$ cat src/rtl/vsag_pkg.sv
`timescale 1ns / 1ps
// ----------------------------------------------------------------------------
// vsag_pkg
// Shared types, register indexes and helpers of the scanline address generator.
// ----------------------------------------------------------------------------
package vsag_pkg;

    localparam int CFG_INDEX_BITS = 3;
    localparam int CFG_DATA_BITS  = 16;
    localparam int REPEAT_BITS    = 6;

    // address bits taken over by the row counter in interleaved modes
    localparam int ADDR_BIT_LO = 14;
    localparam int ADDR_BIT_HI = 15;

    // shift control value that selects the cga repeat rule
    localparam logic [1:0] SHIFT_MODE_CGA = 2'd1;

    // register indexes
    typedef enum logic [CFG_INDEX_BITS-1:0] {
        CFG_START_ADDRESS  = 3'd0,
        CFG_ROW_OFFSET     = 3'd1,
        CFG_COMPARE_LINE   = 3'd2,
        CFG_MAX_SCAN_LINE  = 3'd3,
        CFG_DOUBLE_SCAN_ON = 3'd4,
        CFG_SHIFT_MODE     = 3'd5,
        CFG_CRTC_MODE      = 3'd6,
        CFG_FRAME_LINES    = 3'd7
    } cfg_index_t;

    // register file contents
    typedef struct packed {
        logic [15:0] start_address;
        logic [15:0] row_offset;
        logic [10:0] compare_line;
        logic [4:0]  max_scan_line;
        logic        double_scan_on;
        logic [1:0]  shift_mode;
        logic [7:0]  crtc_mode;
        logic [11:0] frame_lines;
    } cfg_t;

    // reset values
    localparam logic [15:0] RST_START_ADDRESS = 16'd0;
    localparam logic [15:0] RST_ROW_OFFSET    = 16'd0;
    localparam logic [10:0] RST_COMPARE_LINE  = 11'd2047;
    localparam logic [4:0]  RST_MAX_SCAN_LINE = 5'd0;
    localparam logic        RST_DOUBLE_SCAN   = 1'b0;
    localparam logic [1:0]  RST_SHIFT_MODE    = 2'd0;
    localparam logic [7:0]  RST_CRTC_MODE     = 8'd3;
    localparam logic [11:0] RST_FRAME_LINES   = 12'd480;

    // scanlines per row minus one
    function automatic logic [REPEAT_BITS-1:0] repeat_count(input cfg_t cfg);
        logic [REPEAT_BITS:0] rows;
        logic [REPEAT_BITS:0] scaled;
        begin
            rows   = {2'b00, cfg.max_scan_line} + 7'd1;
            scaled = cfg.double_scan_on ? (rows << 1) : rows;
            scaled = scaled - 7'd1;
            if (cfg.shift_mode != SHIFT_MODE_CGA)
            begin
                repeat_count = scaled[REPEAT_BITS-1:0];
            end
            else
            begin
                repeat_count = {{(REPEAT_BITS-1){1'b0}}, cfg.double_scan_on};
            end
        end
    endfunction

endpackage

$ cat src/rtl/vsag_cfg_regs.sv
`timescale 1ns / 1ps
// ----------------------------------------------------------------------------
// vsag_cfg_regs
// Register file written through the configuration channel.
// ----------------------------------------------------------------------------
module vsag_cfg_regs
    import vsag_pkg::*;
(
    input  logic                      clk,
    input  logic                      rst_n,
    input  logic                      cfg_valid,
    output logic                      cfg_ready,
    input  logic [CFG_INDEX_BITS-1:0] cfg_index,
    input  logic [CFG_DATA_BITS-1:0]  cfg_data,
    output cfg_t                      cfg
);

    cfg_t cfg_reg;
    cfg_t cfg_next;

    // writes are always taken
    assign cfg_ready = 1'b1;
    assign cfg       = cfg_reg;

    // decode one register write
    always_comb
    begin
        cfg_next = cfg_reg;
        if (cfg_valid)
        begin
            unique case (cfg_index_t'(cfg_index))
                CFG_START_ADDRESS:  cfg_next.start_address  = cfg_data;
                CFG_ROW_OFFSET:     cfg_next.row_offset     = cfg_data;
                CFG_COMPARE_LINE:   cfg_next.compare_line   = cfg_data[10:0];
                CFG_MAX_SCAN_LINE:  cfg_next.max_scan_line  = cfg_data[4:0];
                CFG_DOUBLE_SCAN_ON: cfg_next.double_scan_on = cfg_data[0];
                CFG_SHIFT_MODE:     cfg_next.shift_mode     = cfg_data[1:0];
                CFG_CRTC_MODE:      cfg_next.crtc_mode      = cfg_data[7:0];
                CFG_FRAME_LINES:    cfg_next.frame_lines    = cfg_data[11:0];
            endcase
        end
    end

    // register storage
    always_ff @(posedge clk or negedge rst_n)
    begin
        if (!rst_n)
        begin
            cfg_reg.start_address  <= RST_START_ADDRESS;
            cfg_reg.row_offset     <= RST_ROW_OFFSET;
            cfg_reg.compare_line   <= RST_COMPARE_LINE;
            cfg_reg.max_scan_line  <= RST_MAX_SCAN_LINE;
            cfg_reg.double_scan_on <= RST_DOUBLE_SCAN;
            cfg_reg.shift_mode     <= RST_SHIFT_MODE;
            cfg_reg.crtc_mode      <= RST_CRTC_MODE;
            cfg_reg.frame_lines    <= RST_FRAME_LINES;
        end
        else
        begin
            cfg_reg <= cfg_next;
        end
    end

endmodule

$ cat src/rtl/vsag_core.sv
`timescale 1ns / 1ps
// ----------------------------------------------------------------------------
// vsag_core
// Scan state (line base, row counter, repeat count, line index) and the
// address of the current scanline.
// ----------------------------------------------------------------------------
module vsag_core
    import vsag_pkg::*;
#(
    parameter int ADDR_BITS = 22,
    parameter int LINE_BITS = 11
)
(
    input  logic                 clk,
    input  logic                 rst_n,
    input  cfg_t                 cfg,
    input  logic                 step,
    input  logic                 frame_start,
    output logic [ADDR_BITS-1:0] line_address,
    output logic [LINE_BITS-1:0] line_number,
    output logic                 frame_done
);

    localparam int LEN_BITS = (LINE_BITS + 1 > 12) ? LINE_BITS + 1 : 12;
    localparam int CMP_BITS = (LINE_BITS > 11) ? LINE_BITS : 11;

    logic [ADDR_BITS-1:0]   line_base_reg,    line_base_next;
    logic [LINE_BITS-1:0]   row_counter_reg,  row_counter_next;
    logic [REPEAT_BITS-1:0] repeat_left_reg,  repeat_left_next;
    logic [LINE_BITS-1:0]   display_line_reg, display_line_next;

    logic                   frame_begin;
    logic [ADDR_BITS-1:0]   base_cur;
    logic [LINE_BITS-1:0]   row_cur;
    logic [REPEAT_BITS-1:0] repeat_cur;
    logic [LINE_BITS-1:0]   line_cur;
    logic [ADDR_BITS-1:0]   addr;
    logic [1:0]             row_mask;
    logic                   last;
    logic                   compare_hit;

    // frame start reloads the scan state
    always_comb
    begin
        frame_begin = frame_start || (display_line_reg == '0);
        base_cur    = frame_begin ? ADDR_BITS'({cfg.start_address, 2'b00}) : line_base_reg;
        row_cur     = frame_begin ? '0 : row_counter_reg;
        repeat_cur  = frame_begin ? repeat_count(cfg) : repeat_left_reg;
        line_cur    = frame_begin ? '0 : display_line_reg;
    end

    // row counter interleave into address bits 14 and 15
    always_comb
    begin
        addr = base_cur;
        if (!cfg.crtc_mode[0])
        begin
            if (cfg.crtc_mode[6])
            begin
                addr[ADDR_BIT_HI] = row_cur[0];
            end
            else
            begin
                addr[ADDR_BIT_LO] = row_cur[0];
            end
        end
        if (!cfg.crtc_mode[1])
        begin
            addr[ADDR_BIT_HI] = row_cur[1];
        end
    end

    // last line and line compare
    always_comb
    begin
        last = (LEN_BITS'(line_cur) + LEN_BITS'(1) >= LEN_BITS'(cfg.frame_lines))
            || (line_cur == {LINE_BITS{1'b1}});
        compare_hit = (CMP_BITS'(line_cur) == CMP_BITS'(cfg.compare_line));
    end

    assign line_address = addr;
    assign line_number  = line_cur;
    assign frame_done   = last;

    // next scan state
    always_comb
    begin
        row_mask         = ~cfg.crtc_mode[1:0];
        line_base_next   = base_cur;
        row_counter_next = row_cur;
        if (repeat_cur == '0)
        begin
            if ((row_cur[1:0] & row_mask) == row_mask)
            begin
                line_base_next = base_cur + ADDR_BITS'(cfg.row_offset);
            end
            row_counter_next = row_cur + LINE_BITS'(1);
            repeat_left_next = repeat_count(cfg);
        end
        else
        begin
            repeat_left_next = repeat_cur - REPEAT_BITS'(1);
        end
        if (compare_hit)
        begin
            line_base_next = '0;
        end
        display_line_next = last ? '0 : line_cur + LINE_BITS'(1);
    end

    // scan state registers
    always_ff @(posedge clk or negedge rst_n)
    begin
        if (!rst_n)
        begin
            line_base_reg    <= ADDR_BITS'({RST_START_ADDRESS, 2'b00});
            row_counter_reg  <= '0;
            repeat_left_reg  <= '0;
            display_line_reg <= '0;
        end
        else if (step)
        begin
            line_base_reg    <= line_base_next;
            row_counter_reg  <= row_counter_next;
            repeat_left_reg  <= repeat_left_next;
            display_line_reg <= display_line_next;
        end
    end

endmodule

$ cat src/rtl/vsag_out_stage.sv
`timescale 1ns / 1ps
// ----------------------------------------------------------------------------
// vsag_out_stage
// Result register between the address logic and the output stream.
// ----------------------------------------------------------------------------
module vsag_out_stage #(
    parameter int DATA_BITS = 40
)
(
    input  logic                 clk,
    input  logic                 rst_n,
    input  logic                 in_valid,
    output logic                 in_ready,
    input  logic [DATA_BITS-1:0] in_data,
    input  logic                 in_last,
    output logic                 m_tvalid,
    input  logic                 m_tready,
    output logic [DATA_BITS-1:0] m_tdata,
    output logic                 m_tlast
);

    logic                 valid_reg;
    logic [DATA_BITS-1:0] data_reg;
    logic                 last_reg;

    // room when empty or when the held item leaves this cycle
    assign in_ready = !valid_reg || m_tready;

    // valid flag
    always_ff @(posedge clk or negedge rst_n)
    begin
        if (!rst_n)
        begin
            valid_reg <= 1'b0;
        end
        else if (in_ready)
        begin
            valid_reg <= in_valid;
        end
    end

    // payload
    always_ff @(posedge clk)
    begin
        if (in_ready && in_valid)
        begin
            data_reg <= in_data;
            last_reg <= in_last;
        end
    end

    assign m_tvalid = valid_reg;
    assign m_tdata  = data_reg;
    assign m_tlast  = last_reg;

endmodule

$ cat src/rtl/vga_scanline_address_generator_top.sv
`timescale 1ns / 1ps
// ----------------------------------------------------------------------------
// vga_scanline_address_generator_top
// One video memory byte address per displayed scanline.
// ----------------------------------------------------------------------------
// Each input item stands for one scanline; bit 0 of s_tdata forces a new
// frame. The result carries the line's byte address, its line number within
// the frame, and tlast on the frame's last line. An item is taken every clock
// cycle and its result appears on the output in the next cycle; the single
// output register is the only buffering, so the input stalls only while that
// register holds a result the sink has not taken. Configuration writes are
// always accepted and must happen while no item is in flight.
module vga_scanline_address_generator_top
    import vsag_pkg::*;
#(
    parameter int ADDR_BITS = 22,
    parameter int LINE_BITS = 11
)
(
    input  logic                      clk,
    input  logic                      rst_n,
    input  logic                      s_tvalid,
    output logic                      s_tready,
    input  logic [7:0]                s_tdata,   // [0] frame_start
    output logic                      m_tvalid,
    input  logic                      m_tready,
    // [ADDR_BITS-1:0] line_address, then line_number, zero padded
    output logic [((ADDR_BITS+LINE_BITS+7)/8)*8-1:0] m_tdata,
    output logic                      m_tlast,   // frame_done
    input  logic                      cfg_valid,
    output logic                      cfg_ready,
    input  logic [CFG_INDEX_BITS-1:0] cfg_index,
    input  logic [CFG_DATA_BITS-1:0]  cfg_data
);

    localparam int DATA_BITS = ((ADDR_BITS + LINE_BITS + 7) / 8) * 8;

    cfg_t                 cfg;
    logic                 step;
    logic [ADDR_BITS-1:0] line_address;
    logic [LINE_BITS-1:0] line_number;
    logic                 frame_done;
    logic [DATA_BITS-1:0] result_data;

    // configuration registers
    vsag_cfg_regs u_cfg_regs (
        .clk       (clk),
        .rst_n     (rst_n),
        .cfg_valid (cfg_valid),
        .cfg_ready (cfg_ready),
        .cfg_index (cfg_index),
        .cfg_data  (cfg_data),
        .cfg       (cfg)
    );

    assign step = s_tvalid && s_tready;

    // scan state and address logic
    vsag_core #(
        .ADDR_BITS (ADDR_BITS),
        .LINE_BITS (LINE_BITS)
    ) u_core (
        .clk          (clk),
        .rst_n        (rst_n),
        .cfg          (cfg),
        .step         (step),
        .frame_start  (s_tdata[0]),
        .line_address (line_address),
        .line_number  (line_number),
        .frame_done   (frame_done)
    );

    // pack result fields
    assign result_data = DATA_BITS'({line_number, line_address});

    // result register
    vsag_out_stage #(
        .DATA_BITS (DATA_BITS)
    ) u_out_stage (
        .clk      (clk),
        .rst_n    (rst_n),
        .in_valid (s_tvalid),
        .in_ready (s_tready),
        .in_data  (result_data),
        .in_last  (frame_done),
        .m_tvalid (m_tvalid),
        .m_tready (m_tready),
        .m_tdata  (m_tdata),
        .m_tlast  (m_tlast)
    );

endmodule

$ cat config.mk
export PLATFORM = sky130hd
export DESIGN_NAME = vga_scanline_address_generator_top
export DESIGN_NICKNAME = d
export VERILOG_FILES = /design/src/rtl/vsag_pkg.sv /design/src/rtl/vsag_cfg_regs.sv /design/src/rtl/vsag_core.sv /design/src/rtl/vsag_out_stage.sv /design/src/rtl/vga_scanline_address_generator_top.sv
export SDC_FILE = /design/constraint.sdc
export NUM_CORES = 1
export LEC_CHECK = 0
export BUFFER_PORTS_ARGS = -buffer_cell sky130_fd_sc_hd__buf_2
export CAP_MARGIN = 20
export CORE_UTILIZATION = 50
export DETAILED_ROUTE_END_ITERATION = 6
export GPL_ROUTABILITY_DRIVEN = 0
export PLACE_DENSITY = 0.69
export SLEW_MARGIN = 20
export SYNTH_ARGS = -nofsm -noshare
export SYNTH_HDL_FRONTEND = slang
export SYNTH_SLANG_ARGS = --single-unit
$ cat constraint.sdc
create_clock -name clk -period 8.3 [get_ports clk]
set_input_delay 0 -clock clk [delete_from_list [all_inputs] [get_ports clk]]
set_output_delay 0 -clock clk [all_outputs]
set_load 0.01 [all_outputs]
==> impl_metrics.py <==
metrics = {
    "critical_path": {
        "critPathBufInv": 0,
        "critPathSlowestCell": "a31o_2",
        "cp.depth": 12,
        "r2r_cells": 12,
        "path_max_fanout": 30,
        "crit_family": "compound AO/OA/AOI/OAI gates",
        "crit_type": "register to register",
        "crit_chain": "nor4_2 -> a31o_2 -> o21ai_0 -> ha_1 -> a211oi_1 -> o21bai_1 -> a21oi_1 -> o21ai_0 -> a311oi_1 -> nor4_1 -> nor4b_1 -> a211o_1",
        "max_stage_delay_ns": 0.73,
        "worstSetupStartpointType": "register",
        "cp.required_ns": 8.61,
        "reg2reg_setup_slack_ns": 3.73,
        "cp.arrival_ns": 4.88,
        "endpoint_kind": "register",
        "crit_top_cell": "o21ai_0",
    },
    "timing": {
        "worst_slack_ns": 3.73,
        "min_period_ns": 4.57,
        "fin_skew_ns": 0.00630,
        "timing.slew.headroom": 0.370,
        "finalSetupTns_ns": 0,
        "fin_crit_sh": 0.550,
        "hold_viol": 0,
        "drv_slew": 0,
        "max_slew.worst_pin.slew_ns": 0.942,
        "rsz0062_at_grt": "no",
        "finalSetupViolations": 0,
        "max_freq_mhz": 219,
    },
    "clocking": {
        "cts_tree": "built",
        "h-tree-depth": 4,
        "cts_resized": 0,
        "clk_pin_slew_ns": 0.06,
        "cts-root-buf": "clkbuf_16",
        "cts_sinks": 142,
        "cts_buffers": 17,
        "clk_latency_ns": 0.43,
        "cts.path.max_buffers": 2,
    },
    "drt": {
        "drt-total-wl_um": 20100,
        "drtIter0Drc": 634,
        "drtAntennaViolNets": 0,
        "vias": 6397,
        "viasPerCell": 5.96,
        "drc": 0,
        "wl_per_cell_um": 18.7,
        "first_pass_iters": 5,
    },
    "worst_hold_path": {
        "worst_hold_path_type": "input pin to register",
        "holdPathStages": 3,
    },
    "synth": {
        "yosys-top-cells-area": "dfrtp_1 28%, edfxtp_1 13%, mux2_2 9.2%, dfstp_2 5.5%, ha_1 4.8%",
        "synth_top_area_share": 0.281,
        "synth_flop_cell": "dfrtp_1",
        "seq_area_frac_synth": 0.461,
        "yosysWarnings": 0,
        "synth_edf_count": 34,
        "syn-mean-instance-area_um2": 10.4,
        "synthArstFlopShare": 0.761,
        "ys_ff_latch": 142,
        "synth_top_cell_by_area": "dfrtp_1",
        "syn_inst": 779,
        "synth_common_cells": "99 x nand2_1, 91 x dfrtp_1, 66 x mux2_2",
        "synthesis.area_um2": 8120,
        "yosysMostFrequentCell": "nand2_1",
        "synth.distinct_cells": 78,
    },
    "floorplanning": {
        "die_area_um2": 16700,
        "die_y_um": 129,
        "ioPinCount": 76,
        "core_um2": 15900,
        "fp.dieW_um": 129,
        "row_count": 46,
        "start_util": 0.511,
    },
    "layout": {
        "area_growth_syn_to_layout_pct": 15.7,
        "post-route-util": 0.591,
        "layout.nets": 909,
        "drive_above_1_share": 0.241,
        "largest_reg_flops": 66,
        "diodes": 0,
    },
    "placed_design": {
        "place_hpwl_um": 13100,
        "portBuffers": 60,
        "dp_worst_setup_slack_ns": 3.75,
    },
    "grt": {
        "grt_pass1_wl_um": 32500,
        "grt.overflow.total": 0,
        "antenna_found_initial": 0,
        "grt_max_degree": 68,
        "first_global_vias": 6377,
        "track_usage": 0.254,
    },
    "power_and_ir_drop": {
        "power.leakage_uw": 0.00401,
        "power_density_nw_per_um2": 282,
        "vdd.ir_drop.worst_v": 0.000209,
    },
    "run_status": {
        "outcome": "finished, final reports clean",
    },
    "run": {
        "max_cap_violations": 0,
    },
}
per-stage QoR:
step | instance area, µm² | hold WS, ns | instances | power (µW)
final | 9390 | 0.0241 | 1074 | 2650
after detailed placement | 8530 | 0.0336 | 1021 | 1820
after global routing | 9390 | 0.0303 | 1074 | 2790
after global placement | 8530 | 0.0246 | 1021 | 1770
after CTS | 9370 | 0.0207 | 1073 | 2640
after floorplan | 8140 | -0.296 | 785 | 1620
power breakdown:
part | total (µW) | internal, µW | switching, µW
logic | 876 | 359 | 517
registers | 966 | 871 | 95.0
clock network | 809 | 510 | 299
total | 2650 | 1740 | 911
layout by cell type, fill, tap and decap left out, drive strengths merged, types with 5 or more instances in the layout:
cell type    netlist  layout
a21o               9       9
buf               25      68
a31oi              6       6
dfrtp             91      91
nor2b             14      14
ha                31      31
a21oi             37      37
a211oi             6       6
edfxtp            34      34
nor4              12      12
conb               2       8
o31ai              8       8
nand2b             8       8
mux2              67      67
nor2              30      30
o311ai             5       5
and2              14      14
o21ai             44      44
nor3              17      17
mux2i              6       6
xnor2             26      26
dfstp             17      17
inv               26      28
dlygate4sd3        0      20
nand4             11      11
nand3             17      17
clkbuf            22      24
a221o              9       9
nand2            101     101
and3               6       6
xor2              11      11
logic make-up after synthesis:
logic type | Yosys count | synth area share
and+or+nand+nor | 254 | 0.159
AOI/OAI and AO/OA | 166 | 0.143
DFF | 142 | 0.461
muxes | 73 | 0.101
buffers and inverters | 73 | 0.0435
xor gates and xnor gates | 37 | 0.0409
adders and majority gates | 32 | 0.0503
other | 2 | 0.000925
final timing paths:
check | from | to
min reg2reg | u_core.line_base_reg[13] | u_core.line_base_reg[13]
min in group asynchronous | rst_n | u_out_stage.m_tvalid
max in group asynchronous | rst_n | u_cfg_regs.cfg[44]
max reg2reg | u_core.display_line_reg[10] | u_core.line_base_reg[18]
max | u_core.display_line_reg[10] | u_core.line_base_reg[18]
min | cfg_index[0] | u_cfg_regs.cfg[21]
worst register-to-register path: stages, from the launching register on:
cell and delay (ns):
dfrtp_1 0.40, nor4_2 0.47, a31o_2 0.73, o21ai_0 0.35, ha_1 0.43, a211oi_1 0.35, o21bai_1 0.13, a21oi_1 0.28
o21ai_0 0.24, a311oi_1 0.50, nor4_1 0.12, nor4b_1 0.17, a211o_1 0.28
cell type report:
| class | instances | area (µm²) |
|---|---|---|
| Clock inverter | 8 | 97.6 |
| Inverter | 26 | 97.6 |
| Clock buffer | 24 | 534 |
| Tap cell | 216 | 270 |
| Multi-Input combinational cell | 570 | 4070 |
| Sequential cell | 142 | 3740 |
| Timing Repair Buffer | 88 | 583 |
| Fill cell | 1341 | 6490 |
per-layer routing:
layer | up-vias | global-route usage | share of wire
met5 | - | 0 | 0
met4 | 0 | 0.0992 | 0.020
met3 | 36 | 0.0359 | 0.051
met2 | 215 | 0.424 | 0.49
met1 | 3182 | 0.334 | 0.44
li1 | 2964 | - | -
what timing repair did:
action,CTS,global route
buffers inserted,0,0
hold buffers,20,0
endpoints found under the hold margin,108,0
Power figures use the tool's default switching activity.
